$ cat config.mk
export PLATFORM = sky130hd
export DESIGN_NAME = text_line_folder
export DESIGN_NICKNAME = d
export VERILOG_FILES = /design/src/design/tlf_pkg.sv /design/src/design/text_line_folder.sv /design/src/design/tlf_line_mem.sv /design/src/design/tlf_seq.sv
export SDC_FILE = /design/constraint.sdc
export NUM_CORES = 1
export LEC_CHECK = 0
export BUFFER_PORTS_ARGS = -buffer_cell sky130_fd_sc_hd__buf_2
export CAP_MARGIN = 30
export CORE_MARGIN = 1.5
export CORE_UTILIZATION = 37
export CTS_BUF_LIST = sky130_fd_sc_hd__clkbuf_4 sky130_fd_sc_hd__clkbuf_8 sky130_fd_sc_hd__clkbuf_16
export DETAILED_ROUTE_END_ITERATION = 12
export GPL_TIMING_DRIVEN = 0
export HOLD_SLACK_MARGIN = 0.03
export PLACE_DENSITY = 0.61
export RECOVER_POWER = 50
export SYNTH_ARGS = -nofsm -noshare
export SYNTH_HDL_FRONTEND = slang
export SYNTH_HIERARCHICAL = 1
export SYNTH_SLANG_ARGS = --single-unit
$ cat constraint.sdc
create_clock -name clk -period 5.5 [get_ports clk]
set_input_delay 0.275 -clock clk [delete_from_list [all_inputs] [get_ports clk]]
set_output_delay 0.275 -clock clk [all_outputs]
set_load 0.1 [all_outputs]
$ cat src/design/tlf_pkg.sv
`timescale 1ns / 1ps
// ---------------------------------------------------------------------------
// Text line folder package
// Line geometry, character codes and the line memory request type.
// ---------------------------------------------------------------------------
package tlf_pkg;

    localparam int LINE_WIDTH = 50;
    localparam int TAB_WIDTH  = 8;

    // Address of one line buffer entry, and a count that can hold LINE_WIDTH.
    localparam int ADDR_W = $clog2(LINE_WIDTH);
    localparam int CNT_W  = $clog2(LINE_WIDTH + 1);
    localparam int SUM_W  = CNT_W + 1;
    // Column within the current tab stop.
    localparam int PH_W   = $clog2(TAB_WIDTH + 1);

    localparam logic [7:0] CH_TAB   = 8'd9;
    localparam logic [7:0] CH_NL    = 8'd10;
    localparam logic [7:0] CH_BLANK = 8'd32;

    typedef struct packed {
        logic              wr_en;
        logic [ADDR_W-1:0] wr_addr;
        logic [7:0]        wr_data;
        logic              rd_en;
        logic [ADDR_W-1:0] rd_addr;
    } mem_req_t;

endpackage

$ cat src/design/text_line_folder.sv
`timescale 1ns / 1ps
// ---------------------------------------------------------------------------
// Text line folder
// Folds a text byte stream into lines of at most LINE_WIDTH characters.
// ---------------------------------------------------------------------------
// Input channel in_valid/in_stall/in_byte takes one character per transfer.
// Output channel out_valid/out_stall/out_byte/run_end gives the folded text;
// run_end marks the newline that closes the bytes caused by one input.
// An ordinary character that does not fill the line is stored at once and the
// block is ready again in the next cycle. A tab stores its blanks one by one
// up to the next tab stop or the end of the line. A line is emitted one
// character at a time and closed with a newline, after a fold decision when
// the line filled; every character goes through the single read port of the
// line memory, whose read data is registered before it reaches the output
// register. The input is stalled while a tab is expanded or a line is emitted.
// A stalled output byte holds in the output register and the sequencer waits.
// Reset clears the column count and control state; buffer contents are
// undefined until written and need no clearing pass. A partial line is kept
// until a newline or a full line pushes it out.
// ---------------------------------------------------------------------------
module text_line_folder
    import tlf_pkg::*;
(
    input  logic       clk,
    input  logic       rst_n,
    input  logic       in_valid,
    output logic       in_stall,
    input  logic [7:0] in_byte,
    output logic       out_valid,
    input  logic       out_stall,
    output logic [7:0] out_byte,
    output logic       run_end
);

    mem_req_t   mem_req;
    logic [7:0] rd_data;

    tlf_seq u_seq (
        .clk       (clk),
        .rst_n     (rst_n),
        .in_valid  (in_valid),
        .in_stall  (in_stall),
        .in_byte   (in_byte),
        .out_valid (out_valid),
        .out_stall (out_stall),
        .out_byte  (out_byte),
        .run_end   (run_end),
        .mem_req   (mem_req),
        .rd_data   (rd_data)
    );

    tlf_line_mem u_line_mem (
        .clk     (clk),
        .req     (mem_req),
        .rd_data (rd_data)
    );

endmodule

$ cat src/design/tlf_line_mem.sv
`timescale 1ns / 1ps
// ---------------------------------------------------------------------------
// Text line folder line memory
// One write port and one read port with registered read data.
// ---------------------------------------------------------------------------
module tlf_line_mem
    import tlf_pkg::*;
(
    input  logic       clk,
    input  mem_req_t   req,
    output logic [7:0] rd_data
);

    logic [7:0] mem [LINE_WIDTH];
    logic [7:0] rd_data_reg;

    always_ff @(posedge clk)
    begin
        if (req.wr_en)
        begin
            mem[req.wr_addr] <= req.wr_data;
        end
        if (req.rd_en)
        begin
            rd_data_reg <= mem[req.rd_addr];
        end
    end

    assign rd_data = rd_data_reg;

endmodule

$ cat src/design/tlf_seq.sv
`timescale 1ns / 1ps
// ---------------------------------------------------------------------------
// Text line folder sequencer
// Steps through tab expansion, line folding and line emission, driving the
// line memory through circular address arithmetic.
// ---------------------------------------------------------------------------
module tlf_seq
    import tlf_pkg::*;
(
    input  logic       clk,
    input  logic       rst_n,
    input  logic       in_valid,
    output logic       in_stall,
    input  logic [7:0] in_byte,
    output logic       out_valid,
    input  logic       out_stall,
    output logic [7:0] out_byte,
    output logic       run_end,
    output mem_req_t   mem_req,
    input  logic [7:0] rd_data
);

    localparam int W_MOD = LINE_WIDTH % TAB_WIDTH;

    typedef enum logic [2:0] {
        S_IDLE,
        S_TAB,
        S_FOLD,
        S_RD,
        S_OUT,
        S_NL
    } state_t;

    state_t            state_reg, state_next;
    logic [CNT_W-1:0]  pos_reg, pos_next;
    logic [PH_W-1:0]   phase_reg, phase_next;
    logic [ADDR_W-1:0] base_reg, base_next;
    logic              blank_vld_reg, blank_vld_next;
    logic [ADDR_W-1:0] blank_idx_reg, blank_idx_next;
    logic [PH_W-1:0]   blank_ph_reg, blank_ph_next;
    logic [ADDR_W-1:0] emit_idx_reg, emit_idx_next;
    logic [CNT_W-1:0]  len_reg, len_next;
    logic [CNT_W-1:0]  newpos_reg, newpos_next;
    logic [PH_W-1:0]   newph_reg, newph_next;
    logic              out_valid_reg, out_valid_next;
    logic [7:0]        out_byte_reg, out_byte_next;
    logic              run_end_reg, run_end_next;

    logic              slot_free;
    logic [CNT_W-1:0]  pos_inc;
    logic [PH_W-1:0]   phase_inc;
    logic [PH_W-1:0]   fold_ph;

    // The buffer is circular: logical column i lives at base + i, wrapped.
    function automatic logic [ADDR_W-1:0] mod_add(input logic [ADDR_W-1:0] a,
                                                  input logic [CNT_W-1:0]  b);
        logic [SUM_W-1:0] s;
        s = SUM_W'(a) + SUM_W'(b);
        if (s >= SUM_W'(LINE_WIDTH))
        begin
            s = s - SUM_W'(LINE_WIDTH);
        end
        return s[ADDR_W-1:0];
    endfunction

    assign slot_free = !out_valid_reg || !out_stall;
    assign pos_inc   = pos_reg + 1'b1;
    assign phase_inc = (phase_reg == PH_W'(TAB_WIDTH - 1)) ? '0 : phase_reg + 1'b1;

    // Tab column of the remainder after a fold: (LINE_WIDTH - (b + 1)) mod TAB_WIDTH,
    // where the tab column of b + 1 was recorded when the blank was stored.
    assign fold_ph = (PH_W'(W_MOD) >= blank_ph_reg) ? PH_W'(W_MOD) - blank_ph_reg
                                                     : PH_W'(W_MOD + TAB_WIDTH) - blank_ph_reg;

    always_comb
    begin
        state_next     = state_reg;
        pos_next       = pos_reg;
        phase_next     = phase_reg;
        base_next      = base_reg;
        blank_vld_next = blank_vld_reg;
        blank_idx_next = blank_idx_reg;
        blank_ph_next  = blank_ph_reg;
        emit_idx_next  = emit_idx_reg;
        len_next       = len_reg;
        newpos_next    = newpos_reg;
        newph_next     = newph_reg;
        out_valid_next = out_valid_reg && out_stall;
        out_byte_next  = out_byte_reg;
        run_end_next   = run_end_reg;
        mem_req        = '0;

        case (state_reg)
            S_IDLE:
            begin
                if (in_valid)
                begin
                    if (in_byte == CH_TAB)
                    begin
                        state_next = S_TAB;
                    end
                    else if (in_byte == CH_NL)
                    begin
                        if (pos_reg != '0)
                        begin
                            len_next      = pos_reg;
                            newpos_next   = '0;
                            newph_next    = '0;
                            emit_idx_next = '0;
                            state_next    = S_RD;
                        end
                    end
                    else
                    begin
                        mem_req.wr_en   = 1'b1;
                        mem_req.wr_addr = mod_add(base_reg, pos_reg);
                        mem_req.wr_data = in_byte;
                        pos_next        = pos_inc;
                        phase_next      = phase_inc;
                        // Only a blank at column 1 or above can serve as a break.
                        if (in_byte == CH_BLANK && pos_reg != '0)
                        begin
                            blank_vld_next = 1'b1;
                            blank_idx_next = pos_reg[ADDR_W-1:0];
                            blank_ph_next  = phase_inc;
                        end
                        if (pos_inc == CNT_W'(LINE_WIDTH))
                        begin
                            state_next = S_FOLD;
                        end
                    end
                end
            end
            S_TAB:
            begin
                mem_req.wr_en   = 1'b1;
                mem_req.wr_addr = mod_add(base_reg, pos_reg);
                mem_req.wr_data = CH_BLANK;
                pos_next        = pos_inc;
                phase_next      = phase_inc;
                if (pos_reg != '0)
                begin
                    blank_vld_next = 1'b1;
                    blank_idx_next = pos_reg[ADDR_W-1:0];
                    blank_ph_next  = phase_inc;
                end
                if (pos_inc == CNT_W'(LINE_WIDTH))
                begin
                    len_next      = CNT_W'(LINE_WIDTH);
                    newpos_next   = '0;
                    newph_next    = '0;
                    emit_idx_next = '0;
                    state_next    = S_RD;
                end
                else if (phase_inc == '0)
                begin
                    state_next = S_IDLE;
                end
            end
            S_FOLD:
            begin
                emit_idx_next = '0;
                state_next    = S_RD;
                if (blank_vld_reg)
                begin
                    len_next    = CNT_W'(blank_idx_reg) + 1'b1;
                    newpos_next = CNT_W'(LINE_WIDTH - 1) - CNT_W'(blank_idx_reg);
                    newph_next  = fold_ph;
                end
                else
                begin
                    len_next    = CNT_W'(LINE_WIDTH);
                    newpos_next = '0;
                    newph_next  = '0;
                end
            end
            S_RD:
            begin
                mem_req.rd_en   = 1'b1;
                mem_req.rd_addr = mod_add(base_reg, CNT_W'(emit_idx_reg));
                state_next      = S_OUT;
            end
            S_OUT:
            begin
                if (slot_free)
                begin
                    out_valid_next = 1'b1;
                    out_byte_next  = rd_data;
                    run_end_next   = 1'b0;
                    if (CNT_W'(emit_idx_reg) + 1'b1 == len_reg)
                    begin
                        state_next = S_NL;
                    end
                    else
                    begin
                        emit_idx_next = emit_idx_reg + 1'b1;
                        state_next    = S_RD;
                    end
                end
            end
            S_NL:
            begin
                if (slot_free)
                begin
                    out_valid_next = 1'b1;
                    out_byte_next  = CH_NL;
                    run_end_next   = 1'b1;
                    // The emitted columns are consumed; what is left starts at the new base.
                    pos_next       = newpos_reg;
                    phase_next     = newph_reg;
                    base_next      = mod_add(base_reg, len_reg);
                    blank_vld_next = 1'b0;
                    state_next     = S_IDLE;
                end
            end
            default:
            begin
                state_next = S_IDLE;
            end
        endcase
    end

    always_ff @(posedge clk or negedge rst_n)
    begin
        if (!rst_n)
        begin
            state_reg     <= S_IDLE;
            pos_reg       <= '0;
            phase_reg     <= '0;
            base_reg      <= '0;
            blank_vld_reg <= 1'b0;
            blank_idx_reg <= '0;
            blank_ph_reg  <= '0;
            emit_idx_reg  <= '0;
            len_reg       <= '0;
            newpos_reg    <= '0;
            newph_reg     <= '0;
            out_valid_reg <= 1'b0;
            out_byte_reg  <= '0;
            run_end_reg   <= 1'b0;
        end
        else
        begin
            state_reg     <= state_next;
            pos_reg       <= pos_next;
            phase_reg     <= phase_next;
            base_reg      <= base_next;
            blank_vld_reg <= blank_vld_next;
            blank_idx_reg <= blank_idx_next;
            blank_ph_reg  <= blank_ph_next;
            emit_idx_reg  <= emit_idx_next;
            len_reg       <= len_next;
            newpos_reg    <= newpos_next;
            newph_reg     <= newph_next;
            out_valid_reg <= out_valid_next;
            out_byte_reg  <= out_byte_next;
            run_end_reg   <= run_end_next;
        end
    end

    assign in_stall  = (state_reg != S_IDLE);
    assign out_valid = out_valid_reg;
    assign out_byte  = out_byte_reg;
    assign run_end   = run_end_reg;

endmodule

==> run_results.csv <==
group,metric,value,unit
pwr,peakVddDrop,314,uV
logic_synthesis,synth_xor_area_share,1.26,%
setup_path,r2r_setup_slack,210,ps
route,routed_wl,51400,um
die,die_w,241,um
logic_synthesis,synth_adder_area_share,2.14,%
setup_path,r2r-start,"u_seq/emit_idx_reg[0]$_DFFE_PN0P_",
route,drc,0,
setup_path,reg2reg_depth,15,
clocking,cts_buffers,48,
pwr,switching_share,37.4,%
timing,worst_pin_slew,3400,ps
setup_path,start_kind,"register",
timing,relSlewSlack,-127,%
status,outcome,"finished, violations left",
hold_path,worstHoldStart,"in_byte[0]",
grt,grt-ovfl-total,0,
final_layout,area_growth,12.9,%
setup_path,end_kind,"register",
die,initial_core_util,37.7,%
pwr,clkPwrFrac,25.0,%
logic_synthesis,synthArstFlopShare,13.2,%
route,wl_per_cell,22.4,um
final_layout,fillers,4967,
logic_synthesis,syn_area,0.0209,mm2
timing,timing.final.crit_share,96.2,%
logic_synthesis,yosysSeqAreaShare,66.1,%
logic_synthesis,synth.net_count,1474,
clocking,post_cts_buffers,0,
route,drtPass1Iterations,5,
clocking,clk_latency,600,ps
timing,finalSetupViolations,0,
logic_synthesis,synth-compound-area-share,8.03,%
pwr,p_comb_share,36.3,%
grt,grt_pass1_vias,12500,
placement,hpwl,35300,um
clocking,clk_pin_slew,60,ps
clocking,clock-sinks,470,
flow_run,max-cap-violations,6,
logic_synthesis,synth_top_family_by_area,"multiplexers",
logic_synthesis,yosysWarnings,6,
logic_synthesis,synthFlopType,"edfxtp_1",
pwr,power.internal,0.00811,W
setup_path,cp.arrival,5610,ps
final_layout,instances_no_fill,2297,
logic_synthesis,synthMuxAreaShare,11.8,%
timing,finClkSkew,23.7,ps
die,die_h,241,um
logic_synthesis,synth_edf_count,408,
logic_synthesis,syn_area_per_cell,14.6,um2
grt,antenna_found_initial,1,
logic_synthesis,yosysMostFrequentCell,"edfxtp_1",
timing,fmax,0.189,GHz
placement,numPortBuffers,22,
status,violations,"capacitance limit, slew limit",
die,pin_count,23,
logic_synthesis,netlist_top_cells_count,"408 x edfxtp_1, 157 x mux2i_1, 96 x nor2_1",
placement,place_area,0.0221,mm2
pwr,p_seq_share,38.6,%
setup_path,required,5820,ps
hold_path,worstHoldPathCells,4,
pwr,p_leak,7.87,nW
clocking,clockBufferDepth,3,
final_layout,largest_reg_flops,400,
final_layout,stdcell_area,0.0236,mm2
grt,track_usage,18.0,%
logic_synthesis,synthTopCellsByArea,"edfxtp_1 59%, mux2i_1 7.5%, dfrtp_1 7.4%",
timing,period_needed,5290,ps
setup_path,path_max_fanout,10,
clocking,root_buffer,"clkbuf_16",
final_layout,final_nets,1559,
logic_synthesis,synth.distinct_cells,72,
logic_synthesis,yosys.area.top_type,"edfxtp_1",
die,die_area,0.0579,mm2
pwr,power.total,0.0129,W
setup_path,setup.worst_path.class,"reg -> reg",
pwr,powerDensity,549,mW/mm2
final_layout,n_antenna_cell,0,
pwr,power_switching,0.00484,W
route,drt_iter0_drc,1155,
grt,grt_max_degree,63,
hold_path,holdPathEnd,"u_seq/state_reg[1]$_DFFE_PN0P_",
final_layout,layout-drive-gt1-share,13.7,%
die,rows,86,
route,routed_via_density,5.48,
hold_path,hp-class,"in -> reg",
logic_synthesis,netlist_instances,1428,
route,antenna_left,0,
logic_synthesis,synth_top_area_share,58.7,%
final_layout,final_util,42.6,%
logic_synthesis,ys_seq_elements,470,
clocking,cts_tree,"done",
die,core_area,0.0554,mm2
route,dr_total_vias,12600,
clocking,htree_levels,2,
logic_synthesis,yosys.area_share.simple,8.32,%
placement,dp.cells,2208,
placement,gp_congestion,0.882,
setup_path,rr_endpoint,"u_line_mem/rd_data[0]$_DFFE_PP_",
grt,grt_pass1_wl,77000,um
timing,hold_viol,0,
timing,slew_violations,310,
==> metal layers <==
| layer | track usage (%) | up-vias | share of wire (%) |
|---|---|---|---|
| li1 | - | 5702 | - |
| met1 | 23.7 | 6377 | 42 |
| met2 | 30.3 | 409 | 49 |
| met3 | 2.93 | 89 | 6.7 |
| met4 | 5.87 | 0 | 2.7 |
| met5 | 0 | - | 0 |
==> power by group through the flow <==
stage / combinational (W) / sequential (W) / clock [W]
floorplan: 0.00314 / 0.00519 / 0
global placement: 0.00455 / 0.00506 / 0
detailed placement: 0.00471 / 0.00507 / 0
CTS: 0.00475 / 0.00500 / 0.00330
global route: 0.00512 / 0.00506 / 0.00344
finish: 0.00471 / 0.00500 / 0.00324
==> stage by stage <==
stage	TNS, ps	hold slack [ps]	worst slack [ps]
floorplan	0	-20.6	1560
global route	-43.1	280	-23.7
finish	0	222	207
CTS	0	198	20.2
detailed placement	-127	413	-79.2
global placement	-50.2	438	-50.2
==> placed cells by master (no fill, tap or decap), types with 6 or more instances in the layout <==
cell       instances
buf_2             28
mux2_2            24
nand3_1           35
a21oi_1           58
mux4_2            28
dfrtp_1           62
o21a_1             7
a311oi_2           8
o22ai_1            9
ha_1              31
and2_1             8
nand3b_1           9
a211oi_1           6
nand4_1           14
mux2i_1          157
nor2b_1           16
a21o_1            10
inv_1             25
clkbuf_16         48
xnor2_1           17
a22oi_1           31
nor2_1            95
edfxtp_1         408
clkbuf_4          11
clkinv_1           9
clkbuf_1          47
and3_1             9
nor3_1            32
clkinv_2           6
nand2b_1          11
xor2_1            13
nand2_1           84
o21ai_0           26
buf_4             18
a22o_1            27
a31oi_1           15
==> final cells by class <==
class                      count  area (um2)  area share (%)
buffer                        70         388            1.64
clock buffer                  63        1340            5.67
timing repair buffer          35         166           0.705
tap                          748         936            3.97
sequential                   470       13800            58.5
inverter                      25        93.8           0.398
multi-input combinational    863        6620            28.1
clock inverter                23         241            1.02
==> timing repair <==
action                                 4_1_cts  5_1_grt
gates resized for setup                      4       14
setup endpoints to repair                    4        5
hold buffers                                 2        0
endpoints found under the hold margin       64        0
==> cell families (layout without fill, tap and decap cells) <==
kind of cell	Yosys count	count (layout)
AO/OA/AOI/OAI	237	237
XOR/XNOR	30	30
adder cells (fa/ha/maj)	34	34
flip-flops	470	470
AND/OR/NAND/NOR	353	353
multiplexers	209	209
buffers and inverters	95	216
==> worst max path at each step <==
| stage | start | endpoint | slack, ps | depth (start not counted) |
|---|---|---|---|---|
| after CTS | u_seq/emit_idx_reg[0]$_DFFE_PN0P_ | u_line_mem/rd_data[7]$_DFFE_PP_ | 20 | 15 |
| after floorplan | u_seq/pos_reg[0]$_DFFE_PN0P_ | u_line_mem/mem[32][0]$_DFFE_PP_ | 1560 | 13 |
| after global routing | u_seq/emit_idx_reg[0]$_DFFE_PN0P_ | u_line_mem/rd_data[6]$_DFFE_PP_ | -20 | 15 |
| final | u_seq/emit_idx_reg[0]$_DFFE_PN0P_ | u_line_mem/rd_data[0]$_DFFE_PP_ | 210 | 15 |
| after detailed placement | u_seq/emit_idx_reg[0]$_DFFE_PN0P_ | u_line_mem/rd_data[0]$_DFFE_PP_ | -80 | 15 |
| after global placement | u_seq/emit_idx_reg[0]$_DFFE_PN0P_ | u_line_mem/rd_data[4]$_DFFE_PP_ | -50 | 15 |
==> critical path, cell delays in order (launching register included) <==
cell	delay, ps
dfrtp_1	460
ha_1	250
fa_1	410
xnor2_1	370
ha_1	210
inv_1	70
a221o_1	280
a31oi_2	360
o21ai_0	130
a21oi_1	410
and2_1	210
clkbuf_1	300
buf_1	550
a22oi_1	290
a311oi_2	570
nand4_1	150
(Power assumes the default switching activity.)
